File: src/hdl/swms_pkg.sv
// ----------------------------------------------------------------------------
// swms_pkg
// Shared types and constants for the square wave melody sequencer: note
// table geometry, beat layouts, item kinds and register indexes.
// ----------------------------------------------------------------------------
package swms_pkg;

    // note table geometry and counter width
    localparam int TABLE_DEPTH = 256;
    localparam int COUNT_WIDTH = 16;
    localparam int ADDR_W      = $clog2(TABLE_DEPTH);
    // entry pointer can run one past the last entry
    localparam int ENTRY_W     = ADDR_W + 1;

    // fixed field widths of the stream beats
    localparam int IDX_W     = 8;
    localparam int FIELD_W   = 16;
    localparam int LEVEL_W   = 8;
    localparam int KIND_W    = 2;
    localparam int S_DATA_W  = 40;
    localparam int M_DATA_W  = 16;

    // configuration port
    localparam int CFG_IDX_W  = 1;
    localparam int CFG_DATA_W = 8;

    // item kinds carried in tuser
    typedef enum logic [KIND_W-1:0] {
        KIND_TICK      = 2'd0,
        KIND_WRITE     = 2'd1,
        KIND_START     = 2'd2,
        KIND_KEY_START = 2'd3
    } kind_t;

    // configuration register indexes
    typedef enum logic [CFG_IDX_W-1:0] {
        REG_HIGH_LEVEL = 1'b0,
        REG_KEY_ENABLE = 1'b1
    } cfg_reg_t;

    // input beat, lowest field in the lowest bits
    typedef struct packed {
        logic [FIELD_W-1:0] note_toggles;
        logic [FIELD_W-1:0] note_period;
        logic [IDX_W-1:0]   entry_index;
    } in_beat_t;

    // result beat, lowest field in the lowest bits
    typedef struct packed {
        logic [M_DATA_W-LEVEL_W-3:0] pad;
        logic                        playing;
        logic [LEVEL_W-1:0]          dac_level;
        logic                        pin_level;
    } out_beat_t;

    // one note table entry
    typedef struct packed {
        logic [COUNT_WIDTH-1:0] period;
        logic [COUNT_WIDTH-1:0] toggles;
    } entry_t;

    // note table access from the sequencer core
    typedef struct packed {
        logic              we;
        logic              re;
        logic [ADDR_W-1:0] addr;
        entry_t            wdata;
    } mem_req_t;

endpackage

File: src/hdl/swms_core.sv
// ----------------------------------------------------------------------------
// swms_core
// Sequencer core: issues note table accesses as beats are taken, then
// applies each item to the wave state with the table data as it leaves the
// second stage, and registers the resulting levels as the output beat.
// ----------------------------------------------------------------------------
module swms_core (
    input  logic                           aclk,
    input  logic                           aresetn,
    // input stream
    input  logic                           s_tvalid,
    output logic                           s_tready,
    // {note_toggles, note_period, entry_index} from bit 0 up: entry_index,
    // note_period, note_toggles
    input  logic [swms_pkg::S_DATA_W-1:0]  s_tdata,
    // kind
    input  logic [swms_pkg::KIND_W-1:0]    s_tuser,
    // result stream
    output logic                           m_tvalid,
    input  logic                           m_tready,
    // from bit 0 up: pin_level, dac_level, playing, zero fill
    output logic [swms_pkg::M_DATA_W-1:0]  m_tdata,
    // configuration
    input  logic [swms_pkg::LEVEL_W-1:0]   high_level,
    input  logic                           key_enable,
    // note table
    output swms_pkg::mem_req_t             mem_req,
    input  swms_pkg::entry_t               rd_entry
);
    import swms_pkg::*;

    in_beat_t in_beat;
    kind_t    in_kind;
    logic     in_fire;
    logic     out_free;
    logic     s2_fire;
    logic     in_idx_ok;

    // item waiting for its table data
    logic             s2_valid_reg;
    kind_t            s2_kind_reg;
    logic [IDX_W-1:0] s2_idx_reg;

    // wave state
    logic [COUNT_WIDTH-1:0] tick_count_reg,   tick_count_next;
    logic [COUNT_WIDTH-1:0] period_reg,       period_next;
    logic [COUNT_WIDTH-1:0] toggles_left_reg, toggles_left_next;
    logic [ENTRY_W-1:0]     next_entry_reg,   next_entry_next;
    logic                   phase_reg,        phase_next;
    logic [LEVEL_W-1:0]     dac_reg,          dac_next;
    logic                   active_reg,       active_next;

    // output beat
    logic      out_valid_reg;
    out_beat_t out_beat_reg;

    logic [COUNT_WIDTH-1:0] tick_inc;
    logic                   s2_idx_ok;
    logic                   next_ok;
    logic                   do_begin;

    assign in_beat  = in_beat_t'(s_tdata);
    assign in_kind  = kind_t'(s_tuser);
    assign out_free = !out_valid_reg || m_tready;
    assign s2_fire  = s2_valid_reg && out_free;
    assign s_tready = !s2_valid_reg || out_free;
    assign in_fire  = s_tvalid && s_tready;

    assign in_idx_ok = 32'(in_beat.entry_index) < 32'(TABLE_DEPTH);
    assign s2_idx_ok = 32'(s2_idx_reg) < 32'(TABLE_DEPTH);
    assign next_ok   = next_entry_reg < ENTRY_W'(TABLE_DEPTH);
    assign tick_inc  = tick_count_reg + COUNT_WIDTH'(1);
    assign do_begin  = s2_idx_ok && ((s2_kind_reg == KIND_START) || key_enable);

    // wave state update for the item in the second stage
    always_comb begin
        tick_count_next   = tick_count_reg;
        period_next       = period_reg;
        toggles_left_next = toggles_left_reg;
        next_entry_next   = next_entry_reg;
        phase_next        = phase_reg;
        dac_next          = dac_reg;
        active_next       = active_reg;
        if (s2_fire) begin
            unique case (s2_kind_reg) inside
                KIND_TICK: begin
                    if (active_reg) begin
                        if (tick_inc >= period_reg) begin
                            tick_count_next = '0;
                            if (toggles_left_reg != '0) begin
                                toggles_left_next = toggles_left_reg - COUNT_WIDTH'(1);
                                phase_next        = !phase_reg;
                                dac_next          = phase_reg ? '0 : high_level;
                            end else if (next_ok && (rd_entry.period != '0)) begin
                                phase_next        = !phase_reg;
                                dac_next          = phase_reg ? '0 : high_level;
                                period_next       = rd_entry.period;
                                toggles_left_next = rd_entry.toggles;
                                next_entry_next   = next_entry_reg + ENTRY_W'(1);
                            end else begin
                                // end mark or off the table: stop low
                                dac_next          = '0;
                                phase_next        = 1'b0;
                                toggles_left_next = '0;
                                next_entry_next   = '0;
                                active_next       = 1'b0;
                            end
                        end else begin
                            tick_count_next = tick_inc;
                        end
                    end
                end
                KIND_WRITE: begin
                end
                KIND_START, KIND_KEY_START: begin
                    if (do_begin) begin
                        next_entry_next = ENTRY_W'(s2_idx_reg);
                        if (rd_entry.period != '0) begin
                            period_next       = rd_entry.period;
                            toggles_left_next = rd_entry.toggles;
                            next_entry_next   = ENTRY_W'(s2_idx_reg) + ENTRY_W'(1);
                            tick_count_next   = '0;
                            active_next       = 1'b1;
                        end
                    end
                end
                default: begin
                end
            endcase
        end
    end

    // table access: writes and start lookups at the beat index, ticks
    // look up the entry the previous item leaves as next
    always_comb begin
        mem_req.we            = in_fire && (in_kind == KIND_WRITE) && in_idx_ok;
        mem_req.re            = in_fire && (in_kind != KIND_WRITE);
        mem_req.wdata.period  = COUNT_WIDTH'(in_beat.note_period);
        mem_req.wdata.toggles = COUNT_WIDTH'(in_beat.note_toggles);
        if (in_kind == KIND_TICK) begin
            mem_req.addr = next_entry_next[ADDR_W-1:0];
        end else begin
            mem_req.addr = ADDR_W'(in_beat.entry_index);
        end
    end

    // second stage item registers
    always_ff @(posedge aclk) begin
        if (!aresetn) begin
            s2_valid_reg <= 1'b0;
        end else if (s_tready) begin
            s2_valid_reg <= s_tvalid;
        end
        if (in_fire) begin
            s2_kind_reg <= in_kind;
            s2_idx_reg  <= in_beat.entry_index;
        end
    end

    // wave state registers
    always_ff @(posedge aclk) begin
        if (!aresetn) begin
            tick_count_reg   <= '0;
            period_reg       <= '0;
            toggles_left_reg <= '0;
            next_entry_reg   <= '0;
            phase_reg        <= 1'b1;
            dac_reg          <= '0;
            active_reg       <= 1'b0;
        end else begin
            tick_count_reg   <= tick_count_next;
            period_reg       <= period_next;
            toggles_left_reg <= toggles_left_next;
            next_entry_reg   <= next_entry_next;
            phase_reg        <= phase_next;
            dac_reg          <= dac_next;
            active_reg       <= active_next;
        end
    end

    // output beat register
    always_ff @(posedge aclk) begin
        if (!aresetn) begin
            out_valid_reg <= 1'b0;
        end else if (s2_fire) begin
            out_valid_reg <= 1'b1;
        end else if (m_tready) begin
            out_valid_reg <= 1'b0;
        end
        if (s2_fire) begin
            out_beat_reg.pad       <= '0;
            out_beat_reg.playing   <= active_next;
            out_beat_reg.dac_level <= dac_next;
            out_beat_reg.pin_level <= phase_next;
        end
    end

    assign m_tvalid = out_valid_reg;
    assign m_tdata  = M_DATA_W'(out_beat_reg);

`ifndef ASSERT_OFF
    // dac only drives a level while the wave is high
    a_dac_follows_phase: assert property (
        @(posedge aclk) disable iff (!aresetn)
        (dac_reg != '0) |-> phase_reg
    ) else $error("dac level nonzero while wave is low");

    // the tick counter rests at zero while idle
    a_idle_tick_clear: assert property (
        @(posedge aclk) disable iff (!aresetn)
        !active_reg |-> (tick_count_reg == '0)
    ) else $error("tick counter moved while idle");

    // wave state moves only when an item leaves the second stage
    a_state_hold: assert property (
        @(posedge aclk) disable iff (!aresetn)
        !s2_fire |=> ($stable(tick_count_reg) && $stable(next_entry_reg)
                      && $stable(active_reg) && $stable(phase_reg))
    ) else $error("wave state changed without an item");
`endif

endmodule

File: config.mk
export PLATFORM = sky130hd
export DESIGN_NAME = swms_core
export DESIGN_NICKNAME = d
export VERILOG_FILES = /design/src/hdl/swms_pkg.sv /design/src/hdl/swms_core.sv
export SDC_FILE = /design/constraint.sdc
export NUM_CORES = 1
export LEC_CHECK = 0
export BUFFER_PORTS_ARGS = -buffer_cell sky130_fd_sc_hd__buf_2
export CAP_MARGIN = 20
export CORE_MARGIN = 8
export CORE_UTILIZATION = 30
export DETAILED_ROUTE_END_ITERATION = 8
export HOLD_SLACK_MARGIN = 0.1
export MAX_ROUTING_LAYER = met4
export SYNTH_ARGS = -nofsm -noshare
export SYNTH_HDL_FRONTEND = slang
export SYNTH_SLANG_ARGS = --single-unit
File: constraint.sdc
create_clock -name aclk -period 5.1 [get_ports aclk]
set_input_delay 1.02 -clock aclk [delete_from_list [all_inputs] [get_ports aclk]]
set_output_delay 1.02 -clock aclk [all_outputs]
set_load 0.05 [all_outputs]
# [Word-level counts from Yosys, hierarchy flattened]
# Index checks and enable logic that the tools add are counted.
[op_classes] n_lt_le_gt_ge=2 reduce_logical=22 muxes=51 add_sub_neg=4 n_eq_ne=10
[ops] operator="two-way mux 16 bit" count=16
[ops] operator="case mux 16 bit (2 select lines)" count=3
[ops] operator="two-way mux 8 bit" count=9
[ops] operator="two-way mux 9 bit" count=6
[ops] operator="nonzero test 16 bit" count=2
[ops] operator="case mux 9 bit (2 select lines)" count=1
[ops] operator="adder 16 x 1 -> 16 bit, second input constant" count=1
[ops] operator="greater-or-equal comparator 16 bit" count=1
[ops] operator="subtractor 16 x 1 -> 16 bit, second input constant" count=1
[ops] operator="two-way mux 1 bit" count=15
[ops] operator="AND reduction 6 bit" count=2
[ops] operator="adder 8 x 1 -> 9 bit, second input constant" count=1
[ops] operator="adder 9 x 1 -> 9 bit, second input constant" count=1
[ops] operator="less-than comparator 9 bit, second input constant" count=1
[ops] operator="!= test 2 bit, second input constant" count=4
[ops] operator="AND reduction 8 bit" count=1
[ops] operator="!= test 2 x 1 -> 1 bit, second input constant" count=3
[ops] operator="logical AND 1 bit" count=5
[ops] operator="AND reduction 5 bit" count=1
[ops] operator="== test 2 bit, second input constant" count=2
[ops] operator="logical NOT 2 bit" count=2
[ops] operator="nonzero test 2 bit" count=2
[ops] operator="logical NOT 1 bit" count=3
[ops] operator="logical OR 1 bit" count=3
[ops] operator="other kinds (3)" count=3
[word_totals] register_bits=89 elab_cells=104 out_inout_bits=60 input_bits=87

# [Logic depth before layout (Yosys ltp)]
[depth] depth_word=9 ltp_mapped=14

# [Worst setup path after synthesis]
# OpenSTA, ideal clock, no wires.
[synth_timing] kind="flip-flop to output port" from="register tick_count_reg[0]" to="output port mem_req[32] (netlist name)" required_ns=4.080 arrival_ns=4.153 path_slack_ns=-0.073 n_path_buf=1 path_stages_with_launch=14 path_cell_list="dfxtp_1 > ha_1 > clkbuf_1 > nand3_1 > nor4_1 > nand3_1 > xnor2_1 > ha_1 > and4_4 > nand4_4 > o311ai_4 > o211ai_2 > or4_1 > a31oi_1"
[synth_rtl] item="from (decl)" line="swms_core.sv:45" source="logic [COUNT_WIDTH-1:0] tick_count_reg, tick_count_next;"
[synth_rtl] item="from (signal assigned)" line="swms_core.sv:171" source="tick_count_reg <= tick_count_next;"
[synth_rtl] item="to (decl)" line="swms_core.sv:27" source="output swms_pkg::mem_req_t mem_req,"

==> impl_metrics.yaml <==
die:
  io_pins: 147
  rows: 51
  die_area_mm2: 0.0241
  fp.dieH_um: 155
  start_util_pct: 30.2
  core_area_mm2: 0.0192
  die_w_um: 155
power:
  peakVddDrop_mv: 0.149
  leakage_nw: 2.41
  pwr_density_cell_mw_per_mm2: 282
detailed_routing:
  routed_wl_um: 15900
  ant_nets: 0
  first_pass_iters: 5
  dr.first_iter.drc_count: 371
  viasPerCell: 5.16
  routedWlPerCell_um: 16.4
  num_vias: 5025
  drc: 0
clock_tree:
  worstSkewPairLatency_ns: 0.35
  numCtsBuffers: 9
  cts_root_buffer: "clkbuf_16"
  htreeDepth: 3
  cts.clk_slew.worst_paths_ns: 0.06
  clock-sinks: 89
  tritoncts: "done"
  clockBufferDepth: 2
  hold_buffers: 0
yosys:
  yosys.area.top_type: "dfxtp_1"
  synthesis.area_mm2: 0.00580
  yosys-top-cells-area: "dfxtp_1 (24%), edfxtp_1 (10%), buf_4 (5.2%)"
  synth.ff_latch_count: 89
  synth_top_area_share_pct: 23.8
  yosysWarnings: 0
  synth_top_family_by_area: "simple AND/OR/NAND/NOR gates"
  synthMuxAreaShare_pct: 4.57
  synthAdderAreaFrac_pct: 4.31
  synth-seq-area-share_pct: 34.1
  syn_area_per_cell_um2: 8.73
  synth_compound_area_share_pct: 21.0
  yosys_most_used_dff: "dfxtp_1"
  async_flop_share_pct: 0
  syn_inst: 665
  synthXorXnorAreaFrac_pct: 3.17
  synth_edf_count: 20
  yosys.area_share.simple_pct: 22.7
  synth.distinct_cells: 82
timing:
  finalClockSkew_ns: 0.00719
  hold_violations: 0
  finalSetupViolations: 0
  fmax_mhz: 201
  slew_headroom_pct: 30.6
  slew_violations: 0
  whs_ns: 0.455
  fin_crit_ns: 4.97
  setup_ws_ns: 0.126
  period_share_pct: 97.5
  timing_worst_slew_pin_value_ns: 1.03
outcome:
  status: "finished, final reports clean"
global_routing:
  overflow: 0
  grtUsageTotal_pct: 13.7
  grt_pass1_wl_um: 25700
  antenna_found_initial: 0
  grt_start_max_net_pins: 56
  first_global_vias: 4834
finish:
  final_util_pct: 34.3
  final_cells: 973
  nNetsFinal: 810
  drive_gt1_share_pct: 20.3
  area_growth_pct: 13.6
  diodes: 0
placement:
  place_congestion: 0.886
  dp_hpwl_um: 11600
  port_buffers: 76
  dp_cells: 954
  dp_slack_ns: 0.316
worst_setup_path:
  critPathKind: "register to output pin"
  cp_data_arrival_time_ns: 3.95
  crit_fanout: 8
  critPathLaunchType: "register"
  crit_path_end_kind: "output pin"
  worstPathRequired_ns: 4.08
job:
  max_cap_violations: 0
min_path:
  hold_class: "register to register"
[final cells by class]
cell class | instances | area, µm²
fillers | 2050 | 12600
repair buffers | 90 | 488
multi-input cells | 472 | 3330
well taps | 265 | 332
clock buffers | 11 | 253
inverters | 41 | 154
clock inverters | 5 | 53.8
flip-flops and latches | 89 | 1980
[worst paths after layout]
| check | start | end | slack, ns | cells past startpoint |
|---|---|---|---|---|
| max | tick_count_reg[2] | mem_req[36] | 0.13 | 13 |
| min | period_reg[1] | period_reg[1] | 0.45 | 2 |
| max reg2reg | tick_count_reg[0] | tick_count_reg[11] | 1.39 | 13 |
| min reg2reg | period_reg[1] | period_reg[1] | 0.45 | 2 |
[cells by family after synthesis]
family | after synthesis
buf+inv | 109
mux | 26
other cells | 1
simple gates | 236
fa+ha+maj | 20
xor+xnor | 21
compound gates | 163
flops | 89
[layout by cell type, fill, tap and decap left out, types with 4 or more instances in the layout]
| cell | instances |
|---|---|
| a211oi_1 | 8 |
| a21oi_1 | 31 |
| a22oi_1 | 17 |
| a311oi_1 | 7 |
| a31oi_1 | 12 |
| a41oi_1 | 4 |
| and2_1 | 14 |
| and3_1 | 10 |
| buf_2 | 75 |
| buf_4 | 14 |
| clkbuf_16 | 9 |
| conb_1 | 6 |
| dfxtp_1 | 69 |
| edfxtp_1 | 20 |
| ha_1 | 19 |
| inv_1 | 40 |
| mux2i_1 | 25 |
| nand2_1 | 75 |
| nand2b_1 | 4 |
| nand3_1 | 21 |
| nand4_1 | 6 |
| nor2_1 | 45 |
| nor2b_1 | 4 |
| nor3_1 | 13 |
| nor4_4 | 5 |
| o211ai_1 | 5 |
| o21ai_0 | 11 |
| o21ai_1 | 6 |
| o311ai_1 | 9 |
| o31ai_1 | 12 |
| or3_1 | 4 |
| or4_1 | 4 |
| xnor2_1 | 18 |
[report_power, final]
group | total [mW] | switching, mW | internal, mW
combinational | 0.401 | 0.268 | 0.133
clock | 0.692 | 0.287 | 0.405
sequential | 0.767 | 0.0241 | 0.743
[Yosys cell counts, drive strengths merged (6+ instances only)]
cell,number
dfxtp,69
o311ai,11
nand4,8
a311oi,7
nand3,22
and2,14
nor2,46
nand2,75
o31ai,14
buf,49
a211oi,8
clkbuf,19
inv,40
xnor2,18
o211ai,6
o21ai,17
edfxtp,20
a21oi,32
a22oi,17
nor3,18
a31oi,13
mux2i,25
nor4,11
and3,10
ha,20
or2,6
[layer usage]
| layer | up-vias | part of all wire (%) | GRT usage [%] | wire length (µm) |
|---|---|---|---|---|
| met1 | 2361 | 46 | 17.8 | 7350 |
| met4 | 0 | 1.2 | 3.87 | 195 |
| met2 | 166 | 46 | 20.6 | 7370 |
| li1 | 2480 | - | - | - |
| met5 | - | 0 | - | 0 |
| met3 | 18 | 6.5 | 3.66 | 1030 |
[worst max-delay path: stages (launching register included)]
cell      delay (ns)
dfxtp_1         0.43
nand4_1         0.23
nor3_1          0.25
buf_4           0.19
nand3_1         0.15
xnor2_1         0.18
ha_1            0.32
and4_4          0.25
nand4_4         0.11
o311a_2         0.44
a21boi_1        0.29
a31oi_1         0.19
o31a_1          0.35
buf_2           0.22
[through the flow]
step | TNS (ns) | power, mW | area (µm²)
2_1_floorplan | 0 | 1.14 | 5830
3_3_place_gp | 0 | 1.17 | 6200
3_5_place_dp | 0 | 1.18 | 6200
4_1_cts | 0 | 1.88 | 6520
5_1_grt | -0.687 | 1.96 | 6590
6_report | 0 | 1.86 | 6590
[timing repair]
action	CTS	global route
endpoints found under the setup margin	2	8
buffers inserted	0	3
pin swaps	0	1
gates resized for setup	2	9
No activity file was read; power rests on OpenSTA's default activity.
